--- config.mk ---
export PLATFORM = sky130hd
export DESIGN_NAME = ble_channel_select_one_core
export DESIGN_NICKNAME = d
export VERILOG_FILES = /design/src/hw/rtl/ble_cs1_pkg.sv /design/src/hw/rtl/ble_channel_select_one_core.sv
export VERILOG_INCLUDE_DIRS = /design/src /design/src/hw/rtl
export SDC_FILE = /design/constraint.sdc
export NUM_CORES = 1
export LEC_CHECK = 0
export BUFFER_PORTS_ARGS = -buffer_cell sky130_fd_sc_hd__buf_2
export CAP_MARGIN = 20
export CORE_ASPECT_RATIO = 2
export CORE_MARGIN = 1.5
export CORE_UTILIZATION = 50
export CTS_BUF_LIST = sky130_fd_sc_hd__clkbuf_4 sky130_fd_sc_hd__clkbuf_8 sky130_fd_sc_hd__clkbuf_16
export CTS_CLUSTER_SIZE = 16
export DETAILED_ROUTE_END_ITERATION = 10
export PLACE_DENSITY = 0.81
export SLEW_MARGIN = 15
export SYNTH_ARGS = -nofsm -noshare
export SYNTH_HDL_FRONTEND = slang
export SYNTH_SLANG_ARGS = --single-unit
export TNS_END_PERCENT = 50
--- constraint.sdc ---
create_clock -name i_clk -period 6 [get_ports i_clk]
set_input_delay 1.2 -clock i_clk [delete_from_list [all_inputs] [get_ports i_clk]]
set_output_delay 1.2 -clock i_clk [all_outputs]
set_load 0.02 [all_outputs]
--- src/hw/rtl/ble_channel_select_one_core_defines.svh ---
// Assertion macros shared by the channel selection RTL.
// Needs nothing else; included by the files that assert.
`ifndef BLE_CHANNEL_SELECT_ONE_CORE_DEFINES_SVH
`define BLE_CHANNEL_SELECT_ONE_CORE_DEFINES_SVH

// Same-cycle implication, disabled while reset is low
`define BCS_ASSERT_NOW(label, clk, rst_n, ante, cons, msg) \
    label: assert property (@(posedge clk) disable iff (!rst_n) (ante) |-> (cons)) \
        else $error(msg);

// Next-cycle implication, disabled while reset is low
`define BCS_ASSERT_NEXT(label, clk, rst_n, ante, cons, msg) \
    label: assert property (@(posedge clk) disable iff (!rst_n) (ante) |=> (cons)) \
        else $error(msg);

`endif

--- src/hw/rtl/ble_cs1_pkg.sv ---
// Constants and register codes for the channel selection core.
// No dependencies.
package ble_cs1_pkg;

    localparam int NUM_CH    = 37;
    localparam int CH_W      = 6;
    localparam int MAP_W     = 37;
    localparam int HOP_W     = 5;
    localparam int CFG_IDX_W = 2;

    localparam logic [CFG_IDX_W-1:0] REG_CHANNEL_MAP  = 2'd0;
    localparam logic [CFG_IDX_W-1:0] REG_HOP_INCREMENT = 2'd1;

    localparam logic [MAP_W-1:0] MAP_RESET   = {MAP_W{1'b1}};
    localparam logic [HOP_W-1:0] HOP_RESET   = 5'd5;
    localparam logic [CH_W-1:0]  COUNT_RESET = 6'd37;
    localparam logic [CH_W-1:0]  LAST_CH     = 6'd36;
    localparam logic [CH_W:0]    NUM_CH_W    = 7'd37;

endpackage

--- src/hw/rtl/ble_channel_select_one_core.sv ---
// Data channel selection (algorithm 1) for connection events.
// Uses ble_cs1_pkg and ble_channel_select_one_core_defines.svh.
// Usage
//   Input channel (i_in_valid / o_in_ready): one item per connection
//   event; i_new_connection restarts the hop sequence at 0.
//   Output channel (o_out_valid / i_out_ready): one item per input with
//   data channel, unmapped channel, remap flag and empty-map flag.
//   Config channel (i_cfg_valid / o_cfg_ready, always ready): index 0 is
//   the 37-bit channel map, index 1 the 5-bit hop; other indexes ignored.
// Timing
//   A direct hit or an empty map goes from acceptance through S_HOLD into
//   the output register. A remap runs on one shared 7-bit add/subtract unit:
//   repeated subtraction of the count in S_MOD, a scan of the channels
//   in S_SCAN up to the rank, then the load from S_HOLD.
//   Input is ready again the cycle after the load, one item at a time.
//   A channel-map write starts a recount in S_COUNT; items wait meanwhile.
// Reset and stall
//   Reset gives an all-used map, hop 5, last unmapped channel 0, count 37.
//   A stalled output holds its item; the core finishes the next item and
//   waits with it until the output register frees.
`include "ble_channel_select_one_core_defines.svh"

module ble_channel_select_one_core (
    input  logic                              i_clk,
    input  logic                              i_rst_n,
    input  logic                              i_in_valid,
    output logic                              o_in_ready,
    input  logic                              i_new_connection,
    output logic                              o_out_valid,
    input  logic                              i_out_ready,
    output logic [ble_cs1_pkg::CH_W-1:0]      o_data_channel,
    output logic [ble_cs1_pkg::CH_W-1:0]      o_unmapped_channel,
    output logic                              o_was_remapped,
    output logic                              o_map_empty,
    input  logic                              i_cfg_valid,
    output logic                              o_cfg_ready,
    input  logic [ble_cs1_pkg::CFG_IDX_W-1:0] i_cfg_index,
    input  logic [ble_cs1_pkg::MAP_W-1:0]     i_cfg_data
);
    import ble_cs1_pkg::*;

    typedef enum logic [2:0] {
        S_IDLE,
        S_COUNT,
        S_MOD,
        S_SCAN,
        S_HOLD
    } t_state;

    t_state             r_state, n_state;
    logic [MAP_W-1:0]   r_map, n_map;
    logic [HOP_W-1:0]   r_hop, n_hop;
    logic [CH_W-1:0]    r_last, n_last;
    logic [CH_W-1:0]    r_count, n_count;
    logic [CH_W-1:0]    r_idx, n_idx;
    logic [CH_W-1:0]    r_seen, n_seen;
    logic [CH_W-1:0]    r_rem, n_rem;
    logic [CH_W-1:0]    r_data, n_data;
    logic [CH_W-1:0]    r_unm, n_unm;
    logic               r_remap, n_remap;
    logic               r_empty, n_empty;
    logic               r_out_valid, n_out_valid;
    logic [CH_W-1:0]    r_o_data, n_o_data;
    logic [CH_W-1:0]    r_o_unm, n_o_unm;
    logic               r_o_remap, n_o_remap;
    logic               r_o_empty, n_o_empty;

    // shared add/subtract unit
    logic [CH_W:0]      alu_a, alu_b, alu_y;
    logic               alu_sub;

    logic               in_acc, cfg_acc, out_free;
    logic [CH_W-1:0]    base;
    logic [CH_W:0]      hop_sum;
    logic [CH_W-1:0]    unm_now;

    assign o_cfg_ready = 1'b1;
    assign o_in_ready  = (r_state == S_IDLE);
    assign in_acc      = i_in_valid && o_in_ready;
    assign cfg_acc     = i_cfg_valid && o_cfg_ready;
    assign out_free    = !r_out_valid || i_out_ready;

    // hop addition, one conditional subtract brings it below 37
    assign base    = i_new_connection ? '0 : r_last;
    assign hop_sum = {1'b0, base} + {{(CH_W+1-HOP_W){1'b0}}, r_hop};
    always_comb begin
        if (hop_sum >= NUM_CH_W) begin
            unm_now = CH_W'(hop_sum - NUM_CH_W);
        end else begin
            unm_now = hop_sum[CH_W-1:0];
        end
    end

    // operand selection for the shared unit
    always_comb begin
        alu_a   = {1'b0, r_seen};
        alu_b   = 7'd1;
        alu_sub = 1'b0;
        case (r_state)
            S_COUNT: begin
                alu_a = {1'b0, r_count};
                alu_b = {{CH_W{1'b0}}, r_map[r_idx]};
            end
            S_MOD: begin
                alu_a   = {1'b0, r_rem};
                alu_b   = {1'b0, r_count};
                alu_sub = 1'b1;
            end
            default: begin
                alu_a = {1'b0, r_seen};
                alu_b = 7'd1;
            end
        endcase
        alu_y = alu_sub ? (alu_a - alu_b) : (alu_a + alu_b);
    end

    // sequencer
    always_comb begin
        n_state     = r_state;
        n_map       = r_map;
        n_hop       = r_hop;
        n_last      = r_last;
        n_count     = r_count;
        n_idx       = r_idx;
        n_seen      = r_seen;
        n_rem       = r_rem;
        n_data      = r_data;
        n_unm       = r_unm;
        n_remap     = r_remap;
        n_empty     = r_empty;
        n_out_valid = r_out_valid;
        n_o_data    = r_o_data;
        n_o_unm     = r_o_unm;
        n_o_remap   = r_o_remap;
        n_o_empty   = r_o_empty;

        // drop the output item once taken
        if (r_out_valid && i_out_ready) begin
            n_out_valid = 1'b0;
        end

        case (r_state)
            S_IDLE: begin
                if (in_acc) begin
                    n_last  = unm_now;
                    n_unm   = unm_now;
                    n_rem   = unm_now;
                    n_data  = '0;
                    n_remap = 1'b0;
                    n_empty = 1'b0;
                    if (r_count == '0) begin
                        n_empty = 1'b1;
                        n_state = S_HOLD;
                    end else if (r_map[unm_now]) begin
                        n_data  = unm_now;
                        n_state = S_HOLD;
                    end else begin
                        n_remap = 1'b1;
                        n_state = S_MOD;
                    end
                end
            end
            S_COUNT: begin
                // accumulate one map bit a cycle
                n_count = alu_y[CH_W-1:0];
                n_idx   = r_idx + 6'd1;
                if (r_idx == LAST_CH) begin
                    n_state = S_IDLE;
                end
            end
            S_MOD: begin
                // subtract the count until the remainder drops below it
                if (!alu_y[CH_W]) begin
                    n_rem = alu_y[CH_W-1:0];
                end else begin
                    n_idx   = '0;
                    n_seen  = '0;
                    n_state = S_SCAN;
                end
            end
            S_SCAN: begin
                // walk channels upward, stop at the used one of that rank
                n_idx = r_idx + 6'd1;
                if (r_map[r_idx]) begin
                    if (r_seen == r_rem) begin
                        n_data  = r_idx;
                        n_state = S_HOLD;
                    end else begin
                        n_seen = alu_y[CH_W-1:0];
                    end
                end
            end
            S_HOLD: begin
                if (out_free) begin
                    n_out_valid = 1'b1;
                    n_o_data    = r_data;
                    n_o_unm     = r_unm;
                    n_o_remap   = r_remap;
                    n_o_empty   = r_empty;
                    n_state     = S_IDLE;
                end
            end
            default: begin
                n_state = S_IDLE;
            end
        endcase

        // configuration writes
        if (cfg_acc) begin
            case (i_cfg_index)
                REG_CHANNEL_MAP: begin
                    n_map   = i_cfg_data;
                    n_count = '0;
                    n_idx   = '0;
                    n_state = S_COUNT;
                end
                REG_HOP_INCREMENT: begin
                    n_hop = i_cfg_data[HOP_W-1:0];
                end
                default: begin
                    n_hop = r_hop;
                end
            endcase
        end
    end

    // state and registered outputs
    always_ff @(posedge i_clk) begin
        if (!i_rst_n) begin
            r_state     <= S_IDLE;
            r_map       <= MAP_RESET;
            r_hop       <= HOP_RESET;
            r_last      <= '0;
            r_count     <= COUNT_RESET;
            r_out_valid <= 1'b0;
        end else begin
            r_state     <= n_state;
            r_map       <= n_map;
            r_hop       <= n_hop;
            r_last      <= n_last;
            r_count     <= n_count;
            r_out_valid <= n_out_valid;
        end
        r_idx     <= n_idx;
        r_seen    <= n_seen;
        r_rem     <= n_rem;
        r_data    <= n_data;
        r_unm     <= n_unm;
        r_remap   <= n_remap;
        r_empty   <= n_empty;
        r_o_data  <= n_o_data;
        r_o_unm   <= n_o_unm;
        r_o_remap <= n_o_remap;
        r_o_empty <= n_o_empty;
    end

    assign o_out_valid        = r_out_valid;
    assign o_data_channel     = r_o_data;
    assign o_unmapped_channel = r_o_unm;
    assign o_was_remapped     = r_o_remap;
    assign o_map_empty        = r_o_empty;

    `BCS_ASSERT_NOW(a_mod_nonzero, i_clk, i_rst_n, r_state == S_MOD, r_count != '0,
        "modulo entered with zero used channels")
    `BCS_ASSERT_NOW(a_scan_in_range, i_clk, i_rst_n, r_state == S_SCAN, r_idx <= LAST_CH,
        "rank scan ran past the last channel")
    `BCS_ASSERT_NOW(a_remap_not_empty, i_clk, i_rst_n, o_out_valid && o_was_remapped,
        !o_map_empty, "remapped item flagged as empty map")
    `BCS_ASSERT_NOW(a_direct_hit, i_clk, i_rst_n,
        o_out_valid && !o_was_remapped && !o_map_empty,
        o_data_channel == o_unmapped_channel, "direct hit differs from unmapped channel")
    `BCS_ASSERT_NEXT(a_busy_after_accept, i_clk, i_rst_n, in_acc, !o_in_ready,
        "input ready right after an accepted item")

endmodule

==> results_dict.tcl, run 1 <==
set metrics [dict create \
    status "finished clean" \
    syn_nets 691 \
    synth-edff-count 40 \
    finalNonFillerCells 816 \
    crit_path_max_incr_delay_ns 0.73 \
    synth_top_area_cell "dfxtp_1" \
    die_w_um 80.4 \
    insertion_delay_ns 0.35 \
    nNetsFinal 730 \
    postCtsSetupRepairBufs 0 \
    yosysTopAreaCellShare_pct 21.4 \
    place_inst 800 \
    hold_class "reg -> reg" \
    io_buffers 60 \
    post-route-period-util_pct 84.8 \
    drive_gt1_share_pct 20.3 \
    dpl.hpwl_um 11900 \
    synthSimpleGateAreaFrac_pct 21.1 \
    rows 56 \
    fmax_ghz 0.196 \
    dr.first_iter.drc_count 383 \
    grt_max_degree 56 \
    crit_type "reg -> reg" \
    tightest_slew_ns 0.976 \
    cts_resized 0 \
    synth_top_cells_by_count "nand2_1, dfxtp_1, nor2_1" \
    worstPathCellList "mux4_2 -> mux4_2 -> nor2b_1 -> a211o_1 -> nand2_1 -> a21oi_1 -> a21o_1 -> inv_1 -> ha_1 -> a21boi_0 -> ha_1 -> a21o_1 -> a21o_1 -> a21o_1 -> a21oi_1 -> xor2_1 -> nor2_1 -> a21oi_1 -> o21ai_0" \
    fin_total_pwr_mw 3.10 \
    drcViolationCount 0 \
    dieArea_um2 12700 \
    clock_sinks 104 \
    yosysSeqAreaShare_pct 41.5 \
    crit_path_max_fanout 10 \
    wire_per_inst_um 19.1 \
    holdBufCountCts 0 \
    avgSynthCellArea_um2 9.55 \
    vias 4943 \
    cts.path.max_buffers 2 \
    worstSetupStartpointType "flip-flop" \
    slew-limit-headroom_pct 35.0 \
    ant_nets 0 \
    end_kind "flip-flop" \
    hold_viol 0 \
    worst-path-buf-inv 1 \
    synth_top_family_by_area "simple AND/OR/NAND/NOR gates" \
    cts_tree "done" \
    pin_count 62 \
    vias_per_cell 6.06 \
    die-height_um 158 \
    synth_area_um2 5990 \
    yosysMostFrequentCell "nand2_1" \
    wl_um 15600 \
    core-area_um2 11700 \
    synthXorXnorAreaFrac_pct 4.22 \
    antenna-diode-count 0 \
    cts-htree-levels 3 \
    leakage_nw 2.81 \
    clock-root-buffer "clkbuf_16" \
    crit_path_frequent_cell "a21o_1" \
    setup_viol 0 \
    grt_pass1_vias 5021 \
    critPathTopFamily "compound AO/OA/AOI/OAI gates" \
    p_per_area_nw_per_um2 467 \
    max-cap-violations 0 \
    antenna_found_initial 0 \
    slowest_stage "dfxtp_1" \
    critPathRequiredTime_ns 6.17 \
    finalSetupTns_ns 0 \
    synth.distinct_cells 79 \
    irDropWorstVdd_uv 365 \
    postSynth.asyncResetShare_pct 0 \
    synth_compound_area_share_pct 13.1 \
    grt_pass1_wl_um 25000 \
    numCtsBuffers 9 \
    skew_ns 0.00638 \
    ys.flop_type "dfxtp_1" \
    synthMuxAreaShare_pct 11.7 \
    slew_viol_final 0 \
    overflow 0 \
    gp_congestion 1.02 \
    first_pass_iters 5 \
    finalCriticalPeriod_ns 5.09 \
    synth_cells 627 \
    grt_use_total_pct 26.2 \
    syn2layout_area_growth_pct 11.0 \
    rsz0062_at_grt "false" \
    postLayoutCoreUtil_pct 56.8 \
    yosys-top-cells-area "dfxtp_1, edfxtp_1, mux4_2" \
    yosys.area_share.adder_pct 4.22 \
    synth_warnings 0 \
    cts.clk_slew.worst_paths_ns 0.07 \
    initial_utilization_pct 51.2 \
    cp.arrival_ns 5.26 \
    ys_ff_latch 104 \
]
[report_power, final]
part | switching (mW) | total, mW | internal (mW)
clock network | 0.256 | 0.589 | 0.333
logic | 0.875 | 1.42 | 0.548
registers | 0.144 | 1.09 | 0.947
total | 1.28 | 3.10 | 1.83
[stage by stage]
step	hold WS (ns)	worst slack, ns	instance area [um^2]
floorplan	0.400	1.41	5990
global placement	0.401	0.825	6340
detailed placement	0.405	0.755	6340
CTS	0.421	0.887	6640
global route	0.424	0.569	6650
finish	0.421	0.909	6650
[state kept, by name (all words and copies together) (netlist names), 3 cells and up]
register            flops
o_data_channel          6
o_unmapped_channel      6
r_count                 6
r_data                  6
r_hop                   5
r_idx                   6
r_last                  6
r_map                  37
r_rem                   6
r_seen                  6
r_state                 3
r_unm                   6
[cells by family after synthesis]
| kind of cell | count (synthesis) |
|---|---|
| compound gates | 105 |
| buf+inv | 54 |
| simple gates | 276 |
| mux | 43 |
| xor+xnor | 25 |
| flops | 104 |
| other cells | 1 |
| fa+ha+maj | 19 |
[layout make-up]
type | count | area (um^2)
clock buffers | 11 | 240
clock inverters | 5 | 57.6
fillers | 1030 | 5050
inverters | 15 | 56.3
multi-input cells | 469 | 3280
flip-flops and latches | 104 | 2480
well taps | 145 | 181
repair buffers | 67 | 353
[per-layer routing]
metal | vias to the layer above | track usage [%] | routed length, um
met2 | 205 | 48.1 | 8430
met5 | - | 0 | 0
li1 | 2315 | - | -
met3 | 71 | 3.80 | 598
met1 | 2352 | 25.9 | 5420
met4 | 0 | 19.0 | 1170
[layout by cell type (no fill, tap or decap), types with 3 or more instances in the layout]
cell	synthesis	routed
a21o_1	8	8
a21oi_1	30	30
a22o_1	3	3
a22oi_1	9	9
a32oi_1	3	3
and2_1	3	3
and3_1	4	4
buf_2	3	60
buf_4	1	7
clkbuf_16	0	9
dfxtp_1	64	64
edfxtp_1	40	40
ha_1	17	17
inv_1	14	14
mux2i_1	19	19
mux4_2	21	21
nand2_1	116	116
nand2b_1	4	4
nand3_1	46	46
nor2_1	56	56
nor2b_1	12	12
nor3_1	12	12
nor3b_1	5	4
o211a_1	4	4
o211ai_1	3	3
o21ai_0	13	13
xnor2_1	15	15
xor2_1	7	7
[final timing paths]
| kind | startpoint | slack [ns] | end | cells past startpoint |
|---|---|---|---|---|
| max | r_idx[0] | 0.91 | r_count[5] | 19 |
| min | r_data[1] | 0.42 | o_data_channel[1] | 0 |
| max reg2reg | r_idx[0] | 0.91 | r_count[5] | 19 |
| min reg2reg | r_data[1] | 0.42 | o_data_channel[1] | 0 |
No activity file was read; power rests on OpenSTA's default activity.
==> run 2, diff against run 1 <==
==> constraint.sdc (replaced) <==
create_clock -name i_clk -period 5 [get_ports i_clk]
set_input_delay 1 -clock i_clk [delete_from_list [all_inputs] [get_ports i_clk]]
set_output_delay 1 -clock i_clk [all_outputs]
set_load 0.02 [all_outputs]
==> run 2 against run 1 <==
  * Combinational power up 22%
  * Via count about the same
  * Cell area up 0.26%
  * Non-clock buffer count up 4
  * Clock-buffer cell count down 2
  * Fmax up 6.9%
  * Sequential power up 18%
  * Highest routed layer unchanged
==> results_dict.tcl, run 2 (same netlist as run 1, synthesis figures left out) <==
set metrics [dict create \
    crit_path_max_incr_delay_ns 0.69 \
    hold_class "reg -> reg" \
    skew_ns 0.00824 \
    vias_per_cell 6.03 \
    syn2layout_area_growth_pct 11.3 \
    finalSetupTns_ns 0 \
    die-height_um 158 \
    irDropWorstVdd_uv 296 \
    nNetsFinal 734 \
    cts.path.max_buffers 2 \
    cp.arrival_ns 4.96 \
    post-route-period-util_pct 95.3 \
    drcViolationCount 0 \
    hold_ws_ns 0.421 \
    dr.first_iter.drc_count 372 \
    pin_count 62 \
    crit_path_max_fanout 13 \
    setup_viol 0 \
    hold_viol 0 \
    slowest_stage "dfxtp_1" \
    place_inst 804 \
    r2r-start "r_idx[1]" \
    critPathRequiredTime_ns 5.19 \
    rows 56 \
    grt_max_degree 56 \
    largest_reg_flops 37 \
    worstPathCellList "mux4_2 -> mux4_2 -> nor2b_1 -> a211o_1 -> nand2_1 -> a21oi_1 -> a21o_1 -> inv_1 -> ha_1 -> a21boi_1 -> ha_1 -> a21o_1 -> a21o_1 -> a21o_1 -> a21oi_1 -> xor2_1 -> nor2_1 -> a21oi_1 -> o21ai_0" \
    grt_pass1_wl_um 23900 \
    end_kind "flip-flop" \
    finalCriticalPeriod_ns 4.76 \
    status "finished clean" \
    dpl.hpwl_um 11700 \
    fmax_ghz 0.210 \
    tightest_slew_ns 0.934 \
    p_per_area_nw_per_um2 558 \
    io_buffers 60 \
    slew_viol_final 0 \
    rsz0062_at_grt "false" \
    postCtsSetupRepairBufs 0 \
    nFillCells 1014 \
    dieArea_um2 12700 \
    cts.clk_slew.worst_paths_ns 0.08 \
    cp-startpoint "r_idx[1]" \
    die_w_um 80.4 \
    post-place-ws_ns 0.233 \
    initial_utilization_pct 51.2 \
    max-cap-violations 0 \
    clock_sinks 104 \
    first_pass_iters 6 \
    worstSetupStartpointType "flip-flop" \
    cts-htree-levels 3 \
    leakage_nw 2.84 \
    grt_pass1_vias 4845 \
    hold_start "r_unm[5]" \
    numCtsBuffers 9 \
    wire_per_inst_um 18.7 \
    worst_slack_ns 0.237 \
    antenna_found_initial 0 \
    antenna-diode-count 0 \
    layout_commonest_cell "nand2_1" \
    slew-limit-headroom_pct 37.7 \
    layout_common_cells "nand2_1, dfxtp_1, buf_2" \
    ant_nets 0 \
    overflow 0 \
    regMostFlops "r_map" \
    clock-root-buffer "clkbuf_16" \
    wl_um 15300 \
    gp_congestion 0.937 \
    insertion_delay_ns 0.36 \
    crit_type "reg -> reg" \
    core-area_um2 11700 \
    cts_tree "done" \
    crit_path_frequent_cell "a21o_1" \
    fin_total_pwr_mw 3.72 \
    finalNonFillerCells 820 \
    vias 4945 \
    drive_gt1_share_pct 20.9 \
    grt_use_total_pct 25.2 \
]
-- run 2: changes by cell type in the layout (fill, tap and decap cells not counted), sizes merged --
cell      previous run  this run
clkbuf              11         9
buf                 67        71
clkinvlp             2         0
bufinv               1         0
inv                 16        20
clkinv               1         2
-- run 2: final timing paths --
path	to	slack, ns	depth (start not counted)
setup reg to reg	r_count[5]	0.24	19
setup / recovery	r_count[5]	0.24	19
hold reg to reg	o_unmapped_channel[5]	0.42	0
hold / removal	o_unmapped_channel[5]	0.42	0
-- run 2: final cells by class --
class	count	area (um^2)	area share, %
clock buffers	9	225	3.38
clock inverters	7	68.8	1.03
inverters	15	56.3	0.845
multi-input cells	469	3270	49.0
flip-flops and latches	104	2480	37.2
well taps	145	181	2.72
repair buffers	71	383	5.74
-- run 2: timing repair --
item | in CTS | in global routing
hold buffers | 0 | 0
endpoints found under the setup margin | 0 | 10
gates resized for setup | 0 | 1
-- run 2: per-layer routing --
layer	wire, um	track usage, %
met5	0	0
met1	5120	25.0
met4	1020	17.4
met3	796	3.34
met2	8410	46.6
-- run 2: worst max-delay path, delay by kind of cell (launching register included) --
kind            cells  cell delay [ns]
xor+xnor            1             0.32
fa+ha+maj           2             0.50
compound gates     10             1.80
simple gates        3             0.35
buf+inv             1             0.06
mux                 2             0.88
flops               1             0.69
-- run 2: per-stage QoR --
step,utilization [%],instance area (um^2)
3_5_place_dp,54.4,6370
6_report,57.0,6670
4_1_cts,57.0,6670
5_1_grt,57.0,6670
2_1_floorplan,-,5990
3_3_place_gp,54.4,6370
-- run 2: where the power goes --
part	leakage, nW	switching (mW)	internal [mW]
Combinational	1.79	1.06	0.672
Clock	0.146	0.344	0.354
Sequential	0.901	0.154	1.14
==> run 3, diff against run 2 <==
--- a/config.mk
+++ b/config.mk
@@ -8,13 +8,15 @@
 export LEC_CHECK = 0
 export BUFFER_PORTS_ARGS = -buffer_cell sky130_fd_sc_hd__buf_2
 export CAP_MARGIN = 20
+export CELL_PAD_IN_SITES_DETAIL_PLACEMENT = 0
+export CELL_PAD_IN_SITES_GLOBAL_PLACEMENT = 1
 export CORE_ASPECT_RATIO = 2
 export CORE_MARGIN = 1.5
-export CORE_UTILIZATION = 50
+export CORE_UTILIZATION = 46
 export CTS_BUF_LIST = sky130_fd_sc_hd__clkbuf_4 sky130_fd_sc_hd__clkbuf_8 sky130_fd_sc_hd__clkbuf_16
 export CTS_CLUSTER_SIZE = 16
 export DETAILED_ROUTE_END_ITERATION = 10
-export PLACE_DENSITY = 0.81
+export PLACE_DENSITY = 0.92
 export SLEW_MARGIN = 15
 export SYNTH_ARGS = -nofsm -noshare
 export SYNTH_HDL_FRONTEND = slang
==> run 3 against run 2 <==
  * Global-route usage down 2.7 points
  * Combinational power about the same
  * Sequential power about the same
  * Critical path type unchanged
  * Largest cell class unchanged
==> results_dict.tcl, run 3 (same netlist as run 1, synthesis figures left out) <==
set metrics [dict create \
    dpl.hpwl_um 11500 \
    insertion_delay_ns 0.35 \
    skew_ns 0.0126 \
    max-cap-violations 0 \
    postCtsSetupRepairBufs 0 \
    seqCellArea_um2 2480 \
    crit_path_max_fanout 9 \
    syn2layout_area_growth_pct 12.0 \
    rows 58 \
    nNetsFinal 734 \
    antenna_found_initial 0 \
    dr.first_iter.drc_count 332 \
    die_w_um 83.7 \
    worstSetupStartpointType "flip-flop" \
    antenna-diode-count 0 \
    leakage_nw 2.85 \
    slew-limit-headroom_pct 35.4 \
    clock_sinks 104 \
    finalSetupTns_ns 0 \
    ant_nets 0 \
    r2r_slack_ns 0.28 \
    fmax_ghz 0.212 \
    largest_reg_flops 37 \
    end_kind "flip-flop" \
    grt_use_total_pct 22.5 \
    gp_congestion 0.985 \
    post-route-period-util_pct 94.4 \
    drive_gt1_share_pct 21.3 \
    overflow 0 \
    irDropWorstVdd_uv 654 \
    grt_pass1_vias 4751 \
    vias_per_cell 5.87 \
    wl_met2_um 8420 \
    hold_class "reg -> reg" \
    holdBufCountCts 0 \
    core-area_um2 12600 \
    numCtsBuffers 9 \
    drcViolationCount 0 \
    slew_viol_final 0 \
    cts_resized 0 \
    multi_input_area_um2 3280 \
    met1_length_um 5350 \
    cp.arrival_ns 4.90 \
    nFillCells 1192 \
    cts.path.max_buffers 2 \
    dieArea_um2 13800 \
    p_per_area_nw_per_um2 560 \
    io_buffers 60 \
    layout_commonest_cell "nand2_1" \
    postLayoutCoreUtil_pct 53.1 \
    grt_pass1_wl_um 24000 \
    crit_type "reg -> reg" \
    routed-wl-met3_um 570 \
    finalCriticalPeriod_ns 4.72 \
    critPathRequiredTime_ns 5.18 \
    cts_tree "done" \
    rsz0062_at_grt "false" \
    wl_um 15100 \
    cts-htree-levels 3 \
    hold_depth 0 \
    status "finished clean" \
    layout_common_cells "nand2_1, dfxtp_1, buf_2" \
    pin_count 62 \
    vias 4841 \
    initial_utilization_pct 47.4 \
    hold_viol 0 \
    first_pass_iters 7 \
    routed.top_layer "met4" \
    grt_max_degree 56 \
    wire_per_inst_um 18.4 \
    cts.clk_slew.worst_paths_ns 0.08 \
    r2r_cells 20 \
    clock-root-buffer "clkbuf_16" \
    tightest_slew_ns 0.969 \
    setup_viol 0 \
    regMostFlops "r_map" \
    die-height_um 164 \
]
==> run 3: path summary, 6_finish.rpt <==
kind,startpoint,to
max,r_idx[0],r_count[5]
min,r_empty,o_map_empty
max reg2reg,r_idx[0],r_count[5]
min reg2reg,r_empty,o_map_empty
==> run 3: metrics by stage <==
stage	hold slack (ns)	power (mW)	instances	instance area (um^2)	worst slack, ns
final	0.424	3.75	825	6710	0.280
after CTS	0.422	3.73	825	6690	0.0721
after detailed placement	0.405	3.00	809	6390	0.101
after global routing	0.432	3.97	825	6710	0.0241
after floorplan	0.400	2.53	627	5990	0.542
after global placement	0.405	2.96	809	6390	0.220
==> run 3: power by group <==
| part | total (mW) | switching [mW] | internal [mW] |
|---|---|---|---|
| logic | 1.74 | 1.05 | 0.688 |
| clock network | 0.724 | 0.319 | 0.404 |
| registers | 1.29 | 0.155 | 1.14 |
==> run 3: critical path: stages, from the launching register on <==
cell      delay, ns
dfxtp_1        0.45
buf_12         0.18
mux4_2         0.57
mux4_2         0.48
nor2b_1        0.14
a211o_1        0.31
nand2_1        0.10
a21oi_1        0.11
a21o_1         0.23
inv_1          0.05
ha_1           0.22
a21boi_2       0.18
ha_1           0.26
a21o_1         0.16
a21o_1         0.19
a21o_1         0.18
a21oi_1        0.22
xor2_2         0.26
nor2_1         0.06
a21oi_1        0.11
o21ai_0        0.08
==> run 3: cell type report <==
cell class,instances,share of cell area (%)
flip-flops and latches,104,37.0
multi-input cells,469,48.9
clock buffers,11,3.58
inverters,15,0.840
clock inverters,5,0.914
well taps,150,2.80
repair buffers,71,5.90
==> run 3: routing by layer <==
layer / vias to the layer above / GRT usage, %
met5: - / 0
met4: 0 / 13.6
met3: 42 / 2.61
met2: 164 / 42.9
met1: 2309 / 23.0
li1: 2326 / -
